==> src/rtl/gge_pkg.sv <==
`default_nettype none

package gge_pkg;

   // Sizes of the grain table, the snippet store and the window table.
   localparam int GRAIN_COUNT       = 16;
   localparam int GRAIN_BITS        = $clog2(GRAIN_COUNT);
   localparam int SNIPPET_DEPTH     = 65536;
   localparam int SNIP_BITS         = $clog2(SNIPPET_DEPTH);
   localparam int WINDOW_TABLE_SIZE = 256;
   localparam int WIN_BITS          = $clog2(WINDOW_TABLE_SIZE);

   // Fixed-point constants.
   localparam logic [31:0] SEED_RESET = 32'd2463534242;
   localparam logic [23:0] CLOCK_ONE  = 24'd256;
   localparam logic [23:0] PAN_FULL   = 24'hFFFFFF;
   localparam logic [15:0] GAIN_035   = 16'd22938;
   localparam logic [15:0] MIN_GRAIN  = 16'd8;

   // Transaction kinds.
   localparam logic [1:0] KIND_LOAD = 2'd0;
   localparam logic [1:0] KIND_TICK = 2'd1;
   localparam logic [1:0] KIND_STOP = 2'd2;

   // Register indexes.
   localparam logic [2:0] REG_FRAMES  = 3'd0;
   localparam logic [2:0] REG_WSTART  = 3'd1;
   localparam logic [2:0] REG_WLENGTH = 3'd2;
   localparam logic [2:0] REG_SPREAD  = 3'd3;
   localparam logic [2:0] REG_GAIN    = 3'd4;
   localparam logic [2:0] REG_SEED    = 3'd5;

   // One entry of the grain memory.
   typedef struct packed {
      logic [31:0] pos;
      logic [15:0] rem;
      logic [15:0] tot;
      logic [23:0] step;
      logic [23:0] pan;
   } grain_type;

   // Status of the window index divider.
   typedef struct packed {
      logic              done;
      logic [WIN_BITS:0] quot;
   } div_stat_type;

   typedef logic [15:0] win_table_type [WINDOW_TABLE_SIZE];

   // Raised-cosine window, sin^2 by an integer polynomial, evaluated at elaboration.
   function automatic win_table_type build_window();
      win_table_type tbl;
      logic [63:0]   x;
      logic [63:0]   x2;
      logic [63:0]   t;
      logic [63:0]   s;
      for (int k = 0; k < WINDOW_TABLE_SIZE; k++) begin
         if (2 * k <= WINDOW_TABLE_SIZE) begin
            x = (64'(2 * k) << 16) / WINDOW_TABLE_SIZE;
         end else begin
            x = (64'(2 * (WINDOW_TABLE_SIZE - k)) << 16) / WINDOW_TABLE_SIZE;
         end
         x2 = (x * x) >> 16;
         t  = (x2 * 64'd307) >> 16;
         t  = 64'd5223 - t;
         t  = (x2 * t) >> 16;
         t  = 64'd42334 - t;
         t  = (x2 * t) >> 16;
         t  = 64'd102944 - t;
         s  = (x * t) >> 16;
         if (s > 64'd65536) begin
            s = 64'd65536;
         end
         tbl[k] = 16'((s * s) >> 17);
      end
      return tbl;
   endfunction

   localparam win_table_type WIN_TABLE = build_window();

   // One step of xorshift32 (13, 17, 5).
   function automatic logic [31:0] xorshift(input logic [31:0] v);
      logic [31:0] s;
      s = v ^ (v << 13);
      s = s ^ (s >> 17);
      s = s ^ (s << 5);
      return s;
   endfunction

   // Saturate a wide signed value to 32 bits.
   function automatic logic [31:0] sat32(input logic signed [57:0] v);
      logic [31:0] r;
      if (v > 58'sh0_7FFF_FFFF) begin
         r = 32'h7FFF_FFFF;
      end else if (v < -58'sh0_8000_0000) begin
         r = 32'h8000_0000;
      end else begin
         r = v[31:0];
      end
      return r;
   endfunction

endpackage

`default_nettype wire

==> src/rtl/gge_div.sv <==
`default_nettype none

module gge_div (
   input  wire logic                 clock,
   input  wire logic                 reset,
   input  wire logic                 start,
   input  wire logic [15:0]          elapsed,
   input  wire logic [15:0]          total,
   output gge_pkg::div_stat_type     stat
);
   import gge_pkg::*;

   localparam int STEPS = WIN_BITS + 1;

   logic [16:0]             rem_ff;
   logic [15:0]             den_ff;
   logic [WIN_BITS:0]       quot_ff;
   logic [$clog2(STEPS):0]  cnt_ff;
   logic                    first_ff;
   logic                    busy_ff;
   logic                    done_ff;
   logic [16:0]             trial;
   logic                    fits;

   // Restoring division of elapsed*WINDOW_TABLE_SIZE by total, one quotient bit a cycle.
   assign trial = first_ff ? rem_ff : {rem_ff[15:0], 1'b0};
   assign fits  = trial >= {1'b0, den_ff};

   always_ff @(posedge clock) begin
      if (reset) begin
         busy_ff <= 1'b0;
         done_ff <= 1'b0;
      end else if (start) begin
         busy_ff <= 1'b1;
         done_ff <= 1'b0;
      end else if (busy_ff && cnt_ff == ($clog2(STEPS) + 1)'(STEPS - 1)) begin
         busy_ff <= 1'b0;
         done_ff <= 1'b1;
      end
   end

   always_ff @(posedge clock) begin
      if (start) begin
         rem_ff   <= {1'b0, elapsed};
         den_ff   <= total;
         quot_ff  <= '0;
         cnt_ff   <= '0;
         first_ff <= 1'b1;
      end else if (busy_ff) begin
         rem_ff   <= fits ? trial - {1'b0, den_ff} : trial;
         quot_ff  <= {quot_ff[WIN_BITS-1:0], fits};
         cnt_ff   <= cnt_ff + 1'b1;
         first_ff <= 1'b0;
      end
   end

   assign stat.done = done_ff;
   assign stat.quot = quot_ff;

endmodule

`default_nettype wire

==> config.mk <==
export PLATFORM = sky130hd
export DESIGN_NAME = gge_div
export DESIGN_NICKNAME = d
export VERILOG_FILES = /design/src/rtl/gge_pkg.sv /design/src/rtl/gge_div.sv
export SDC_FILE = /design/constraint.sdc
export NUM_CORES = 1
export LEC_CHECK = 0
export BUFFER_PORTS_ARGS = -buffer_cell sky130_fd_sc_hd__buf_2
export CAP_MARGIN = 20
export CORE_MARGIN = 2
export CORE_UTILIZATION = 60
export CTS_CLUSTER_SIZE = 28
export DETAILED_ROUTE_END_ITERATION = 10
export GPL_TIMING_DRIVEN = 0
export PLACE_DENSITY = 0.91
export SETUP_SLACK_MARGIN = 0.02
export SKIP_LAST_GASP = 1
export SYNTH_ARGS = -nofsm -noshare
export SYNTH_HDL_FRONTEND = slang
export SYNTH_SLANG_ARGS = --single-unit
==> constraint.sdc <==
create_clock -name clock -period 6 [get_ports clock]
set_clock_uncertainty 0.2 [all_clocks]
set_input_delay 0.6 -clock clock [delete_from_list [all_inputs] [get_ports clock]]
set_output_delay 0.6 -clock clock [all_outputs]
set_load 0.005 [all_outputs]
==> results of run 1 <==
[worst register-to-register path: cells and delay by family, from the launching register on]
kind,cells,cell delay (ns)
buffers and inverters,3,0.87
AOI/OAI and AO/OA,5,1.40
DFF,1,0.32
adders and majority gates,1,0.36
and+or+nand+nor,1,0.18
muxes,1,0.42
[layer usage]
layer,track usage (%),vias to the layer above,part of all wire [%]
met3,4.63,7,5.5
li1,-,1214,-
met5,0,-,0
met4,8.19,0,1.3
met2,41.0,86,49
met1,32.5,1127,44
[path summary, 6_finish.rpt]
path              startpoint          to  slack (ns)  depth (start not counted)
setup / recovery    first_ff  rem_ff[14]        2.00                         11
setup reg to reg    first_ff  rem_ff[14]        2.00                         11
hold / removal         reset     busy_ff        0.25                          2
hold reg to reg      done_ff     done_ff        0.28                          1
[sequential cells by signal, indices dropped and copies added, names as in the netlist]
register,cells
done_ff,1
quot_ff,9
cnt_ff,5
den_ff,16
busy_ff,1
first_ff,1
rem_ff,17
[cell families after synthesis]
logic type	count (synthesis)
buf+inv	40
compound gates	67
simple gates	80
fa+ha+maj	19
xor+xnor	19
flops	50
mux	34
[cell type report]
type	count	area (um2)
inverters	23	86.3
fillers	370	1550
clock inverters	3	26.3
well taps	70	87.6
multi-input cells	219	1610
clock buffers	5	68.8
repair buffers	44	220
plain buffers	17	77.6
flip-flops and latches	50	1320
[through the flow]
step	total power, W	instance area (um2)	worst slack (ns)
finish	0.00138	3490	2.00
global route	0.00146	3490	1.81
CTS	0.00137	3490	2.13
detailed placement	0.00115	3400	2.14
global placement	0.00112	3400	2.22
floorplan	0.00100	3090	2.59
[power groups by stage]
| stage | Clock, W | Combinational, W | Sequential (W) |
|---|---|---|---|
| CTS | 0.000215 | 0.000692 | 0.000459 |
| global placement | 0 | 0.000661 | 0.000463 |
| detailed placement | 0 | 0.000688 | 0.000466 |
| global route | 0.000225 | 0.000769 | 0.000465 |
| finish | 0.000213 | 0.000704 | 0.000460 |
| floorplan | 0 | 0.000548 | 0.000456 |
[placed cells by master (no fill, tap or decap), types with 5 or more instances in the layout]
cell      Yosys  layout
xor2_1        8       8
edfxtp_1     32      32
inv_1        23      23
o21ai_0      13      13
dfxtp_1      18      18
a21oi_1      21      21
clkbuf_8      0       5
a221o_1       6       6
nand3_1       5       5
xnor2_1      11      11
ha_1         18      18
nor2_1       36      36
mux2_2       16      16
and3_1        5       5
nand2_1      22      22
buf_2         5      49
clkbuf_1      9       9
a21o_1        7       7
mux2i_1      18      18
==> results.ini, run 1 <==
[timing]
slew_headroom_pct=51.3
period_needed_ns=4.00
whs_ns=0.248
period_share_pct=66.7
setup_viol=0
slew_violations=0
grt_setup_unrepaired=no
tns_ns=0
tightest_slew_ns=0.729
max_freq_mhz=250
final-hold-violation-count=0

[clocking]
clk_latency_ns=0.32
clk_path_buf_depth=2
cts_hold_buf=0
post_cts_resized=0
cts_buffers=5
cts_setup_buffers=0
cts_tree=yes
cts_sinks=50
cts_root_buffer=clkbuf_8
clkTransAtPathRegs_ns=0.11
htreeDepth=2

[logic_synthesis]
netlist_area_um2=3090
yosysWarningCount=0
synth_area_leaders=edfxtp_1 (31%), dfxtp_1 (12%), ha_1 (7.3%)
yosysTopAreaCellShare_pct=31.1
ys_seq_area_share_pct=42.7
synth-edff-count=32
synth_compound_area_share_pct=15.4
synth-seq-cells=50
synthAdderAreaFrac_pct=7.93
synth_simple_gate_area_share_pct=11.6
synth.mux.area_fraction_pct=11.7
synth_xor_area_share_pct=5.38
synth_top_family_by_area=compound AO/OA/AOI/OAI gates
syn_area_per_cell_um2=10.0
yosysMostFrequentCell=nor2_1
synthTopCellsByCount=nor2_1 (36), edfxtp_1 (32), inv_1 (23)
synth_cell_type_count=40
synth_nets=363
synth-main-ff-cell=edfxtp_1
yosysTopAreaCell=edfxtp_1
syn_inst=309
async_flop_share_pct=0

[power]
intPower_w=0.000827
power_density_nw_per_um2=394
comb_power_share_pct=51.1
leakagePower_nw=1.56
p_sw_share_pct=39.9
sequentialPowerShare_pct=33.4
pwr-share-clk_pct=15.5
switchingPower_w=0.000549
ir_worst_vdd_v=0.000275

[drt]
post-route-drc-count=0
wl_um=6600
drt_pass1_iterations=5
detail-route-antenna-nets=0
wl_per_cell_um=15.3
viasPerCell=5.65
first_iter_violations=230
vias=2434

[cells_and_area]
num_antenna_cells=0
instances_no_fill=431
postLayoutCoreUtil_pct=69.3
nets=414
area_growth_pct=13.0
final_layout_size_suffix_gt1_share_pct=23.3

[critical_path]
cpPeakStageDelay_ns=0.47
required_ns=5.88
critPathTopFamily=compound AO/OA/AOI/OAI gates
critical_path_class=flip-flop to flip-flop
start_kind=flip-flop
cp-end-kind=flip-flop
cp_slowest_cell=buf_1
cp.arrival_ns=3.88
crit_chain=buf_2 -> buf_1 -> mux2_2 -> ha_1 -> a21oi_1 -> o22ai_1 -> a311oi_2 -> o311ai_2 -> and2_1 -> clkbuf_1 -> a221o_1
cp_max_fo=10
crit_buf_inv=3

[global_route]
grt_max_degree=22
grt.overflow.total=0
globalRouteTotalUtil_pct=24.7
grt_pass1_wl_um=10600
antenna_found_initial=0
grt_pass1_vias=2318

[place]
dp_hpwl_um=4890
port_buffers=44
post-place-cells=423
gp_congestion=0.909

[floorplan]
core_um2=5040
die_h_um=75.8
io_pins=45
start_util_pct=61.3
die_w_um=75.8
die_area_um2=5740
row_count=26

[worst_hold_path]
hold_class=primary input to flip-flop

[run]
max_cap_violations=0

[outcome]
outcome=complete, no violations

Note: power is estimated with default switching activity, not from simulation.
==> run 2: changes to the inputs <==
- CORE_UTILIZATION: 60 -> 57
- PLACE_DENSITY: 0.91 -> 0.88
- clock period: 6 -> 3.8 ns (I/O delays scaled with it)
==> results.ini, run 2 (synthesis gave the netlist of run 1 again) <==
[cells_and_area]
fin_area_um2=3490  ; about the same
fill_cells=401  ; +8.4%
num_antenna_cells=0  ; unchanged
final_layout_size_suffix_gt1_share_pct=23.3  ; +0.065 points
instances_no_fill=430  ; -0.23%
final_cell_mix=buf_2 (48), nor2_1 (36), edfxtp_1 (32)
layout_commonest_cell=buf_2
seq_area_um2=1320  ; unchanged
nets=413  ; -0.24%
postLayoutCoreUtil_pct=67.5  ; -1.8 points
largest_reg_flops=17  ; unchanged
area_growth_pct=13.0  ; about the same
multi_input_area_um2=1610  ; unchanged
top_register=rem_ff
reg_top3=rem_ff x17, den_ff x16, quot_ff x9

[power]
ir_worst_vdd_v=0.000312  ; +14%
power_density_nw_per_um2=622  ; +58%
leakagePower_nw=1.56  ; about the same

[clocking]
cts_hold_buf=0  ; unchanged
clk_latency_ns=0.32  ; about the same
cts_sinks=50  ; unchanged
post_cts_resized=0  ; unchanged
clk_path_buf_depth=2  ; unchanged
htreeDepth=2  ; unchanged
cts_tree=yes
cts_root_buffer=clkbuf_8
clkTransAtPathRegs_ns=0.11  ; about the same
cts_setup_buffers=0  ; unchanged
cts_buffers=5  ; unchanged

[run]
max_cap_violations=0  ; unchanged

[floorplan]
die_w_um=77.7  ; +2.5%
start_util_pct=59.8  ; -1.5 points
io_pins=45  ; unchanged
die_area_um2=6030  ; +5.0%
row_count=26  ; unchanged
die_h_um=77.7  ; +2.5%
core_um2=5170  ; +2.6%

[global_route]
globalRouteTotalUtil_pct=23.2  ; -1.5 points
antenna_found_initial=0  ; unchanged
grt_pass1_wl_um=10900  ; +3.1%
grt.overflow.total=0  ; unchanged
grt_pass1_vias=2315  ; -0.13%
grt_max_degree=22  ; unchanged

[drt]
vias=2438  ; +0.16%
wl_per_cell_um=15.7  ; +2.7%
wl_met2_um=3280  ; +1.8%
drt_pass1_iterations=4  ; -1
dr.max_layer_used=met4
post-route-drc-count=0  ; unchanged
viasPerCell=5.67  ; +0.40%
detail-route-antenna-nets=0  ; unchanged
wl_um=6760  ; +2.5%
first_iter_violations=265  ; +15%
met1_length_um=2920  ; -0.38%
met3_length_um=456  ; +26%

[outcome]
outcome=complete, no violations

[timing]
whs_ns=0.0193  ; -0.229 ns
slew_headroom_pct=51.6  ; +0.34 points
slew_violations=0  ; unchanged
setup_viol=0  ; unchanged
tns_ns=0  ; unchanged
max_freq_mhz=285  ; +14%
grt_setup_unrepaired=no
tightest_slew_ns=0.724  ; -0.00513 ns
period_share_pct=92.4  ; +26 points
period_needed_ns=3.51  ; -0.487 ns
final-hold-violation-count=0  ; unchanged

[place]
place_area_um2=3400  ; unchanged
dp_hpwl_um=5100  ; +4.3%
post-place-cells=423  ; unchanged
port_buffers=44  ; unchanged
gp_congestion=0.901  ; -0.89%

[critical_path]
cpPeakStageDelay_ns=0.39  ; -0.08 ns
crit_buf_inv=2  ; -1
required_ns=3.68  ; -2.20 ns
critPathTopFamily=compound AO/OA/AOI/OAI gates
cp.arrival_ns=3.39  ; -0.49 ns
start_kind=flip-flop
critical_path_class=flip-flop to flip-flop
cp_slowest_cell=mux2_2
cp-end-kind=flip-flop
cp_max_fo=18  ; +8
crit_chain=clkbuf_4 -> mux2_2 -> ha_1 -> a21oi_1 -> o22ai_1 -> a311oi_2 -> o311ai_2 -> and2_1 -> clkbuf_1 -> a221o_1
rrSetupSlack_ns=0.29  ; -1.71 ns

[worst_hold_path]
hold_class=primary input to flip-flop

run 2: changes by cell type in the layout (fill, tap and decap cells not counted), sizes merged:
cell | previous run | this run
buf | 52 | 50
clkbuf | 14 | 15
run 2: power by group:
group	leakage, nW	internal [W]	switching [W]
sequential	0.465	0.000685	0.0000413
clock	0.0491	0.000136	0.000201
combinational	1.05	0.000486	0.000625
total	1.56	0.00131	0.000867
run 2: path summary, 6_finish.rpt:
kind                                from          to  cells past startpoint
worst max-delay path            first_ff  rem_ff[14]                     10
worst min-delay path               reset     busy_ff                      2
worst max register to register  first_ff  rem_ff[14]                     10
worst min register to register   done_ff     done_ff                      1
run 2: worst register-to-register path: stages (launching register included):
cell and delay, ns:
dfxtp_1 0.32, clkbuf_4 0.29, mux2_2 0.39, ha_1 0.36, a21oi_1 0.26, o22ai_1 0.15
a311oi_2 0.38, o311ai_2 0.20, and2_1 0.19, clkbuf_1 0.18, a221o_1 0.35
run 2: final cells by class:
cell class,count,area share [%]
Inverter,23,2.47
Clock inverter,3,0.752
Tap cell,70,2.51
Clock buffer,5,1.97
Buffer,16,2.18
Multi-Input combinational cell,219,46.0
Sequential cell,50,37.8
Timing Repair Buffer,44,6.30
run 2: through the flow:
stage | power [W] | worst slack [ns]
floorplan | 0.00158 | 0.392
finish | 0.00217 | 0.287
CTS | 0.00216 | 0.248
global placement | 0.00178 | 0.0173
global route | 0.00231 | 0.0814
detailed placement | 0.00183 | -0.0731
run 2: metal layers:
layer	up-vias	GRT usage [%]
met4	0	6.96
li1	1206	-
met3	9	4.53
met1	1129	29.8
met5	-	0
met2	94	39.6
==> run 3: changes to the inputs <==
--- a/config.mk
+++ b/config.mk
@@ -8,5 +8,6 @@
 export BUFFER_PORTS_ARGS = -buffer_cell sky130_fd_sc_hd__buf_2
 export CAP_MARGIN = 20
-export CORE_MARGIN = 2
+export CORE_ASPECT_RATIO = 0.9
+export CORE_MARGIN = 4
 export CORE_UTILIZATION = 57
 export CTS_CLUSTER_SIZE = 28
--- a/constraint.sdc
+++ b/constraint.sdc
@@ -3,3 +3,3 @@
 set_input_delay 0.38 -clock clock [delete_from_list [all_inputs] [get_ports clock]]
 set_output_delay 0.38 -clock clock [all_outputs]
-set_load 0.005 [all_outputs]
+set_load 0.02 [all_outputs]
==> results.ini, run 3 (synthesis gave the netlist of run 1 again) <==
[clocking]
htreeDepth=2  ; unchanged
clk_latency_ns=0.32  ; about the same
clkTransAtPathRegs_ns=0.11  ; about the same
clk_path_buf_depth=2  ; unchanged
post_cts_resized=0  ; unchanged
cts_root_buffer=clkbuf_8
cts_hold_buf=0  ; unchanged
cts_buffers=5  ; unchanged
cts_tree=yes
cts_sinks=50  ; unchanged
cts_setup_buffers=0  ; unchanged

[cells_and_area]
final_cell_mix=buf_2 (49), nor2_1 (36), edfxtp_1 (32)
final_layout_size_suffix_gt1_share_pct=23.3  ; unchanged
layout_commonest_cell=buf_2
nets=413  ; unchanged
fin_area_um2=3490  ; -0.11%
largest_reg_flops=17  ; unchanged
top_register=rem_ff
reg_top3=rem_ff x17, den_ff x16, quot_ff x9
num_antenna_cells=0  ; unchanged
fill_cells=401  ; unchanged
area_growth_pct=12.9

[timing]
max_freq_mhz=277  ; -2.8%
slew_violations=0  ; unchanged
fin_ws_ns=0.185  ; -0.103 ns
setup_viol=0  ; unchanged
slew_headroom_pct=51.7  ; +0.11 points
final-hold-violation-count=0  ; unchanged
period_needed_ns=3.62  ; +0.103 ns
grt_setup_unrepaired=no
period_share_pct=95.1  ; +2.7 points
tightest_slew_ns=0.722  ; -0.00161 ns

[drt]
first_iter_violations=195  ; -26%
detail-route-antenna-nets=0  ; unchanged
vias=2423  ; -0.62%
viasPerCell=5.67  ; about the same
wl_per_cell_um=15.4  ; -1.9%
drt_pass1_iterations=4  ; unchanged
wl_um=6590  ; -2.6%
post-route-drc-count=0  ; unchanged

[run]
max_cap_violations=0  ; unchanged

[power]
ir_worst_vdd_v=0.000321  ; +2.8%
power_density_nw_per_um2=621  ; -0.19%
leakagePower_nw=1.56  ; about the same

[global_route]
grt_max_degree=22  ; unchanged
grt_pass1_wl_um=11000  ; +1.1%
antenna_found_initial=0  ; unchanged
grt_pass1_vias=2326  ; +0.48%
grt.overflow.total=0  ; unchanged
globalRouteTotalUtil_pct=20.8  ; -2.4 points

[floorplan]
core_um2=5260  ; +1.6%
row_count=25  ; -3.8%
die_h_um=77.9  ; +0.28%
die_w_um=85.6  ; +10%
start_util_pct=58.8  ; -0.94 points
die_area_um2=6670  ; +11%
io_pins=45  ; unchanged

[place]
port_buffers=44  ; unchanged
place_area_um2=3400  ; -0.11%
gp_congestion=0.929  ; +3.1%
dp_hpwl_um=4970  ; -2.5%
dp_slack_ns=-0.0547  ; +0.0184 ns

[critical_path]
worst_r2r_startpoint=first_ff
cp-startpoint=first_ff
cp_max_fo=18  ; unchanged
start_kind=flip-flop
cp.arrival_ns=3.50  ; +0.11 ns
cp-end-kind=flip-flop
required_ns=3.68  ; about the same
critical_path_class=flip-flop to flip-flop

[outcome]
outcome=complete, no violations

[worst_hold_path]
hold_path.startpoint=reset
hold_class=primary input to flip-flop

[run 3: stage by stage]
stage          instances  TNS, ns  util [%]  power, W  hold slack [ns]
6_report             427        0      66.4   0.00217           0.0217
4_1_cts              427        0      66.4   0.00216           0.0200
3_3_place_gp         420        0      64.6   0.00177            0.250
2_1_floorplan        309        0         -   0.00159            0.242
5_1_grt              427        0      66.4   0.00233          0.00747
3_5_place_dp         420   -0.243      64.6   0.00181            0.264
[run 3: worst paths after layout]
path | to | slack, ns | depth (start not counted)
max | rem_ff[14] | 0.18 | 10
min | busy_ff | 0.02 | 2
max reg2reg | rem_ff[14] | 0.18 | 10
min reg2reg | done_ff | 0.28 | 1
[run 3: layout make-up]
class / count / area, um2 / share of cell area (%)
multi-input cells: 219 / 1610 / 46.0
flip-flops and latches: 50 / 1320 / 37.9
repair buffers: 44 / 220 / 6.31
inverters: 23 / 86.3 / 2.47
well taps: 67 / 83.8 / 2.40
plain buffers: 16 / 73.8 / 2.12
clock buffers: 5 / 68.8 / 1.97
clock inverters: 3 / 28.8 / 0.825
[run 3: power breakdown]
group          switching [W]  total [W]  internal (W)
sequential         0.0000407   0.000726      0.000685
combinational       0.000613    0.00110      0.000485
clock               0.000206   0.000344      0.000138
total               0.000860    0.00217       0.00131
[run 3: critical path: stages, from the launching register on]
cell and delay (ns):
dfxtp_1 0.33, buf_2 0.38, mux2_2 0.40, ha_1 0.36, a21oi_1 0.26, o22ai_1 0.16
a311oi_2 0.39, o311ai_2 0.19, and2_1 0.18, clkbuf_1 0.18, a221o_1 0.34
[run 3: layer usage]
layer | vias up | part of all wire (%) | track usage, %
li1 | 1212 | - | -
met1 | 1120 | 46 | 28.9
met2 | 82 | 47 | 33.1
met3 | 9 | 5.8 | 4.67
met4 | 0 | 1.5 | 4.91
met5 | - | 0 | 0
